==> src/rtl/core/efd_pkg.sv <==
`default_nettype none

package efd_pkg;

  localparam int unsigned BYTE_W        = 8;
  localparam int unsigned CNT_W         = 12;
  localparam int unsigned CFG_IDX_W     = 1;
  localparam int unsigned MAX_FRAME_DEF = 2048;

  localparam logic [BYTE_W-1:0] ESC_BYTE   = 8'hAA;
  localparam logic [BYTE_W-1:0] ESC_OFFSET = 8'h10;

  localparam logic [BYTE_W-1:0] START_CODE_RST = 8'hA0;
  localparam logic [BYTE_W-1:0] STOP_CODE_RST  = 8'hA5;

  // register indexes on the config port
  localparam logic [CFG_IDX_W-1:0] REG_START_CODE = 1'b0;
  localparam logic [CFG_IDX_W-1:0] REG_STOP_CODE  = 1'b1;

  typedef enum logic [1:0] {
    PH_HUNT  = 2'd0,
    PH_FRAME = 2'd1,
    PH_ESC   = 2'd2
  } efd_phase_t;

  typedef struct packed {
    logic [BYTE_W-1:0] start_code;
    logic [BYTE_W-1:0] stop_code;
  } efd_cfg_t;

  typedef struct packed {
    logic [BYTE_W-1:0] frame_byte;
    logic              first_of_frame;
    logic              last_of_frame;
    logic              overflow;
  } efd_result_t;

endpackage

`default_nettype wire

==> src/rtl/core/efd_cfg_regs.sv <==
`default_nettype none

module efd_cfg_regs import efd_pkg::*; (
  input  wire logic                 clk,
  input  wire logic                 rst_n,
  input  wire logic                 cfg_valid,
  output logic                      cfg_ready,
  input  wire logic [CFG_IDX_W-1:0] cfg_index,
  input  wire logic [BYTE_W-1:0]    cfg_data,
  output efd_cfg_t                  cfg
);

  efd_cfg_t cfg_r;
  efd_cfg_t cfg_nxt;

  assign cfg_ready = 1'b1;
  assign cfg       = cfg_r;

  always_comb begin
    cfg_nxt = cfg_r;
    if (cfg_valid) begin
      unique case (cfg_index)
        REG_START_CODE: cfg_nxt.start_code = cfg_data;
        REG_STOP_CODE:  cfg_nxt.stop_code  = cfg_data;
        default:        cfg_nxt = cfg_r;
      endcase
    end
  end

  always_ff @(posedge clk) begin
    if (!rst_n) begin
      cfg_r.start_code <= START_CODE_RST;
      cfg_r.stop_code  <= STOP_CODE_RST;
    end else begin
      cfg_r <= cfg_nxt;
    end
  end

endmodule

`default_nettype wire

==> src/rtl/core/efd_decode.sv <==
`default_nettype none

module efd_decode import efd_pkg::*; #(
  parameter int unsigned MAX_FRAME = MAX_FRAME_DEF
) (
  input  wire logic              clk,
  input  wire logic              rst_n,
  input  wire efd_cfg_t          cfg,
  input  wire logic              in_valid,
  output logic                   in_stall,
  input  wire logic [BYTE_W-1:0] in_rx_byte,
  input  wire logic              slot_free,
  output logic                   res_vld,
  output efd_result_t            res
);

  localparam logic [CNT_W-1:0] MaxCnt = CNT_W'(MAX_FRAME);

  logic              in_vld_r;
  logic              in_vld_nxt;
  logic [BYTE_W-1:0] in_byte_r;
  efd_phase_t        phase_r;
  efd_phase_t        phase_nxt;
  logic [CNT_W-1:0]  cnt_r;
  logic [CNT_W-1:0]  cnt_nxt;

  logic              accept;
  logic              consume;
  logic              emit;
  logic              is_first;
  logic              is_stop;
  logic              is_ovf;
  logic [BYTE_W-1:0] data;
  logic [CNT_W-1:0]  cnt_base;
  logic [CNT_W-1:0]  cnt_inc;

  // input register drains whenever the result register has room
  assign consume  = in_vld_r && slot_free;
  assign in_stall = in_vld_r && !slot_free;
  assign accept   = in_valid && !in_stall;

  always_comb begin
    in_vld_nxt = in_vld_r;
    if (accept) begin
      in_vld_nxt = 1'b1;
    end else if (consume) begin
      in_vld_nxt = 1'b0;
    end
  end

  // classify the held byte
  always_comb begin
    emit     = 1'b0;
    is_first = 1'b0;
    is_stop  = 1'b0;
    data     = in_byte_r;
    cnt_base = cnt_r;
    unique case (phase_r)
      PH_FRAME: begin
        emit    = (in_byte_r != ESC_BYTE);
        is_stop = (in_byte_r == cfg.stop_code);
      end
      PH_ESC: begin
        emit = 1'b1;
        data = in_byte_r - ESC_OFFSET;
      end
      default: begin
        // hunting; the unused phase code hunts too
        emit     = (in_byte_r == cfg.start_code);
        is_first = 1'b1;
        cnt_base = '0;
      end
    endcase
  end

  assign cnt_inc = cnt_base + CNT_W'(1);
  assign is_ovf  = emit && !is_stop && (cnt_inc >= MaxCnt);

  // next state
  always_comb begin
    phase_nxt = phase_r;
    cnt_nxt   = cnt_r;
    if (consume) begin
      unique case (phase_r)
        PH_FRAME: phase_nxt = (in_byte_r == ESC_BYTE) ? PH_ESC : PH_FRAME;
        PH_ESC:   phase_nxt = PH_FRAME;
        default:  phase_nxt = emit ? PH_FRAME : PH_HUNT;
      endcase
      if (emit) begin
        if (is_stop || is_ovf) begin
          phase_nxt = PH_HUNT;
          cnt_nxt   = '0;
        end else begin
          cnt_nxt = cnt_inc;
        end
      end
    end
  end

  // outputs
  always_comb begin
    res_vld            = consume && emit;
    res.frame_byte     = data;
    res.first_of_frame = is_first;
    res.last_of_frame  = is_stop || is_ovf;
    res.overflow       = is_ovf;
  end

  always_ff @(posedge clk) begin
    if (!rst_n) begin
      in_vld_r <= 1'b0;
      phase_r  <= PH_HUNT;
      cnt_r    <= '0;
    end else begin
      in_vld_r <= in_vld_nxt;
      phase_r  <= phase_nxt;
      cnt_r    <= cnt_nxt;
    end
  end

  always_ff @(posedge clk) begin
    if (accept) begin
      in_byte_r <= in_rx_byte;
    end
  end

`ifndef SYNTHESIS
  a_ovf_is_last: assert property (@(posedge clk) disable iff (!rst_n)
    res_vld && res.overflow |-> res.last_of_frame)
    else $error("overflow without last");

  a_first_is_start: assert property (@(posedge clk) disable iff (!rst_n)
    res_vld && res.first_of_frame |->
      !res.last_of_frame && (res.frame_byte == cfg.start_code))
    else $error("bad first byte");

  a_hunt_cnt_zero: assert property (@(posedge clk) disable iff (!rst_n)
    phase_r == PH_HUNT |-> cnt_r == '0)
    else $error("count not cleared while hunting");

  a_cnt_bound: assert property (@(posedge clk) disable iff (!rst_n)
    cnt_r < MaxCnt)
    else $error("frame count beyond max");
`endif

endmodule

`default_nettype wire

==> src/rtl/core/efd_out_reg.sv <==
`default_nettype none

module efd_out_reg import efd_pkg::*; (
  input  wire logic        clk,
  input  wire logic        rst_n,
  input  wire logic        res_vld,
  input  wire efd_result_t res,
  output logic             slot_free,
  output logic             out_valid,
  input  wire logic        out_stall,
  output efd_result_t      out_res
);

  logic        vld_r;
  logic        vld_nxt;
  efd_result_t res_r;

  assign slot_free = !vld_r || !out_stall;
  assign vld_nxt   = res_vld || (vld_r && out_stall);
  assign out_valid = vld_r;
  assign out_res   = res_r;

  always_ff @(posedge clk) begin
    if (!rst_n) begin
      vld_r <= 1'b0;
    end else begin
      vld_r <= vld_nxt;
    end
  end

  always_ff @(posedge clk) begin
    if (res_vld) begin
      res_r <= res;
    end
  end

endmodule

`default_nettype wire

==> src/rtl/core/escaped_frame_deframer.sv <==
// Channel   Handshake          Payload
// in_       in_valid/in_stall  in_rx_byte[7:0]
// out_      out_valid/out_stall out_frame_byte[7:0], out_first_of_frame,
//                              out_last_of_frame, out_overflow
// cfg_      cfg_valid/cfg_ready cfg_index (0 start_code, 1 stop_code), cfg_data[7:0]
//
// One byte per cycle sustained while out_stall is low. A byte sits in the input
// register, is decoded, and an emitted byte lands in the result register (out_valid).
// Reset (rst_n low, synchronous) returns to hunting with the frame count cleared
// and the codes at 0xA0 / 0xA5. out_stall holds the result register; in_stall
// rises only while both the input and the result register are full.
`default_nettype none

module escaped_frame_deframer import efd_pkg::*; #(
  parameter int unsigned MAX_FRAME = MAX_FRAME_DEF
) (
  input  wire logic                 clk,
  input  wire logic                 rst_n,
  input  wire logic                 in_valid,
  output logic                      in_stall,
  input  wire logic [BYTE_W-1:0]    in_rx_byte,
  output logic                      out_valid,
  input  wire logic                 out_stall,
  output logic [BYTE_W-1:0]         out_frame_byte,
  output logic                      out_first_of_frame,
  output logic                      out_last_of_frame,
  output logic                      out_overflow,
  input  wire logic                 cfg_valid,
  output logic                      cfg_ready,
  input  wire logic [CFG_IDX_W-1:0] cfg_index,
  input  wire logic [BYTE_W-1:0]    cfg_data
);

  efd_cfg_t    cfg;
  efd_result_t res;
  efd_result_t out_res;
  logic        res_vld;
  logic        slot_free;

  efd_cfg_regs u_cfg (
    .clk       (clk),
    .rst_n     (rst_n),
    .cfg_valid (cfg_valid),
    .cfg_ready (cfg_ready),
    .cfg_index (cfg_index),
    .cfg_data  (cfg_data),
    .cfg       (cfg)
  );

  efd_decode #(
    .MAX_FRAME (MAX_FRAME)
  ) u_decode (
    .clk        (clk),
    .rst_n      (rst_n),
    .cfg        (cfg),
    .in_valid   (in_valid),
    .in_stall   (in_stall),
    .in_rx_byte (in_rx_byte),
    .slot_free  (slot_free),
    .res_vld    (res_vld),
    .res        (res)
  );

  efd_out_reg u_out (
    .clk       (clk),
    .rst_n     (rst_n),
    .res_vld   (res_vld),
    .res       (res),
    .slot_free (slot_free),
    .out_valid (out_valid),
    .out_stall (out_stall),
    .out_res   (out_res)
  );

  assign out_frame_byte     = out_res.frame_byte;
  assign out_first_of_frame = out_res.first_of_frame;
  assign out_last_of_frame  = out_res.last_of_frame;
  assign out_overflow       = out_res.overflow;

endmodule

`default_nettype wire
==> config.mk <==
export PLATFORM = sky130hd
export DESIGN_NAME = escaped_frame_deframer
export DESIGN_NICKNAME = d
export VERILOG_FILES = /design/src/rtl/core/efd_pkg.sv /design/src/rtl/core/efd_cfg_regs.sv /design/src/rtl/core/efd_decode.sv /design/src/rtl/core/efd_out_reg.sv /design/src/rtl/core/escaped_frame_deframer.sv
export SDC_FILE = /design/constraint.sdc
export NUM_CORES = 1
export LEC_CHECK = 0
export BUFFER_PORTS_ARGS = -buffer_cell sky130_fd_sc_hd__buf_4
export CORE_UTILIZATION = 45
export CTS_CLUSTER_DIAMETER = 40
export DETAILED_ROUTE_END_ITERATION = 6
export PLACE_DENSITY = 0.69
export SLEW_MARGIN = 20
export SYNTH_ARGS = -nofsm -noshare
export SYNTH_HDL_FRONTEND = slang
export SYNTH_HIERARCHICAL = 1
export SYNTH_SLANG_ARGS = --single-unit
==> constraint.sdc <==
create_clock -name clk -period 3.6 [get_ports clk]
set_input_delay 0.36 -clock clk [delete_from_list [all_inputs] [get_ports clk]]
set_output_delay 0.36 -clock clk [all_outputs]
set_load 0.01 [all_outputs]
==> summary.txt <==
Route
  – First-pass DRT Iterations: 4
  – Number of violations reported at the end of detailed-routing iteration 0: 110
  – Total via count in the routed design: 1849
  – Ratio of routed vias to standard cells: ~5.3
  – Total Wirelength: around 5 mm
  – Routed WL per cell: 14.3 um
  – Total DRC errors in the routed layout: 0
  – Final ANT Viol Nets: 0

Power and ir drop
  – Leak: ~1.2 nW
  – Power per cell area: between 300 and 400 nW/um^2
  – Maximum VDD drop: around 0.00021 V
  – Overall power of the completed layout: ~0.0011 W

Timing
  – Total setup violations reported at the end of the flow: 0
  – Ratio of final minimum period to clock period: 70.1%
  – Final worst path period need: 2.52 ns
  – Hold_ws: 0.220 ns
  – Final Slew Violations: 0
  – Rel. slew slack: just under 50%
  – Worst clock skew: 0.00627 ns
  – Slew at the pin with the worst max-slew slack: 0.766 ns
  – Setup repair after global routing missed its margin: no
  – Highest attainable clock frequency: 397 MHz
  – Final hold violation count: 0
  – Total negative setup slack: 0 ns

Critical path
  – Critical Path Source Type: flop
  – Worst-path maximum fanout: 18
  – Startpoint of the worst-slack reg-to-reg timing path: u_decode/in_byte_r[4]
  – Maximum cell stage delay along the critical path: about 0.53 ns
  – Required time at the worst-slack endpoint: around 3.8 ns
  – Cell-by-cell listing of the critical path: inv_1, ha_1, nand4b_1, nor4b_2, a2bb2oi_2, a21o_2, inv_4, a31oi_1, o32ai_1
  – Critical path origin: u_decode/in_byte_r[4]
  – Endpoint class of the critical path: flop
  – Arrival @ worst endpoint: 2.72 ns
  – Largest delay contributor family on the critical path: compound AO/OA/AOI/OAI gates
  – Number of buffer and inverter instances along the worst setup path: 2
  – Type of the setup path with the least slack: flop to flop
  – Worst-path cell with the longest stage delay: edfxtp_1

Floorplanning
  – Initial Util: 46.9%
  – Horizontal die dimension: 78.0 um
  – Die ar.: 6080 um^2
  – Core Area: 5540 um^2
  – IO Pins: 36
  – Row count: 27
  – Die height: 78.0 um

Global route
  – GR Util met3: around 3.6%
  – Via count of the first global-routing pass: roughly 1700
  – All-layer global routing usage: 18.1%
  – Remaining global-route overflow: 0
  – Met2 GRT Util: 28.9%
  – Wire length of the first global-routing pass: 8.55 mm
  – Grt peak-use layer: met2
  – Global routing met1 resource utilization: around 25%
  – Pin count of the biggest net entering global routing: 48
  – Number of antenna violations at the first check in global routing: 0

Layout
  – Fillers: about 510
  – Sequential cell area: roughly 1200 um^2
  – Number of standard cells in the final layout excluding fillers: ~350
  – Fraction of layout instances using a drive strength above 1: 21.5%
  – Final design instance area without fill: roughly 2900 um^2
  – Multi-input gate area: 1210 um^2
  – Layout area overhead: 12.7%
  – Layout net count: between 300 and 400
  – Number of inserted diodes: 0

Synth
  – Most numerous cell in the Yosys netlist: nand2_1
  – Async S/R FF share, synth: 0%
  – Proportion of synthesized chip area in sequential cells: 46.6%
  – Netlist area before placement: about 2600 um^2
  – Largest cells by area after synthesis: dfxtp_1, edfxtp_1, nand2_1
  – Top cells by instance count after synthesis: nand2_1, dfxtp_1, edfxtp_1
  – Primary flip-flop cell chosen by synthesis mapping: dfxtp_1
  – Post-synth top area cell: dfxtp_1
  – Mapped Avg Cell Area: between 10 and 15 um^2
  – Mapped Cells: 250
  – Number of synthesized register bits: 51
  – Top-area cell type share of the netlist area: about a quarter
  – Count of cell types in the netlist: 55
  – Count of flip-flops with a built-in enable after synthesis: 19
  – Synthesis warning total: 6
  – Mapped Nets: ~280

Clocking
  – Clock input transition at the sequential cells of the worst setup and hold paths: ~0.1 ns
  – Number of sinks on the clock net: 51
  – Maximum level of the CTS H-tree: 2
  – Number of CTS-inserted buffers: 5
  – Cell at the root of the clock tree: clkbuf_8
  – Clock Latency Late Sink: about 0.31 ns
  – CTS tree: done
  – Count of hold-fix buffers inserted at cts: 0
  – Clk buf depth: 2
  – Total of cells resized after clock tree synthesis: 0
  – Setup repair bufs after CTS: 0

Placement
  – Placed wire-length estimate: about 3.7 mm
  – Weighted congestion reported at the end of routability-driven placement: ~0.83
  – Number of buffers added on ports: 34
  – Placed cell count: about 340
  – Cell Area, Placed: ~2800 um^2

Run
  – Max-cap violations: 0

Worst hold path
  – Launch instance of the worst min-delay path: in_rx_byte[0]
  – Kind of path behind the tightest hold check: input pin to flop

Status
  – Status: finished clean
## metrics by stage
| step | setup slack, ns | util, % |
|---|---|---|
| global placement | 1.09 | 51.1 |
| floorplan | 1.52 | - |
| global route | 0.836 | 52.8 |
| finish | 1.08 | 52.8 |
| CTS | 1.05 | 52.8 |
| detailed placement | 1.07 | 51.1 |
## cell families (layout without fill, tap and decap cells)
logic type	after synthesis	count (layout)	share of synthesized area (%)
and+or+nand+nor	98	98	22.3
DFF	51	51	46.6
buffers and inverters	33	58	6.74
AOI/OAI and AO/OA	30	30	10.2
xor gates and xnor gates	21	21	7.37
muxes	11	11	4.24
adders and majority gates	5	5	2.41
other	1	1	0.144
## layer usage
| layer | vias up | share of wire, % |
|---|---|---|
| met5 | - | 0 |
| met4 | 0 | 1.1 |
| met3 | 6 | 3.9 |
| met2 | 46 | 43 |
| met1 | 867 | 51 |
| li1 | 930 | - |
## placed cells by master (no fill, tap or decap), drive strengths merged, types with 2 or more instances in the layout
cell and n:
xnor2 11, xor2 10, nand3 15, o31ai 2
inv 17, nor3 5, nand2 35, and2b 2
buf 34, o41ai 2, a31oi 2, nor2b 4
edfxtp 19, nand4 2, nand4b 8, and4 2
nor4 4, and3 4, a21oi 4, o211ai 5
nand3b 2, dfxtp 32, mux2i 11, ha 5
a32oi 2, o311ai 4, o21ai 3, nor2 9
clkbuf 5, nand2b 2
## report_power, final
part	total, W	internal (W)	switching, W
Combinational	0.0000858	0.0000431	0.0000427
Sequential	0.000638	0.000617	0.0000208
Clock	0.000351	0.000143	0.000208
## state kept, by name, summed over array words and instances, names as in the netlist
| signal | flops |
|---|---|
| u_out/out_res | 11 |
| u_cfg/cfg | 16 |
| u_decode/cnt_r | 12 |
| u_decode/in_vld_r | 1 |
| u_decode/phase_r | 2 |
| u_decode/in_byte_r | 8 |
| u_out/out_valid | 1 |
## area by class of cell
class,count,area share (%)
Clock buffer,5,2.35
Clock inverter,3,0.941
Tap cell,72,3.08
Multi-Input combinational cell,166,41.4
Sequential cell,51,41.4
Inverter,16,2.14
Timing Repair Buffer,34,8.72
## final timing paths
kind | slack [ns] | endpoint | depth (start not counted)
setup / recovery | 1.08 | u_decode/cnt_r[2] | 9
hold / removal | 0.22 | u_decode/in_byte_r[0] | 1
setup reg to reg | 1.08 | u_decode/cnt_r[2] | 9
hold reg to reg | 0.48 | u_cfg/cfg[8] | 2
(Power assumes the default switching activity.)
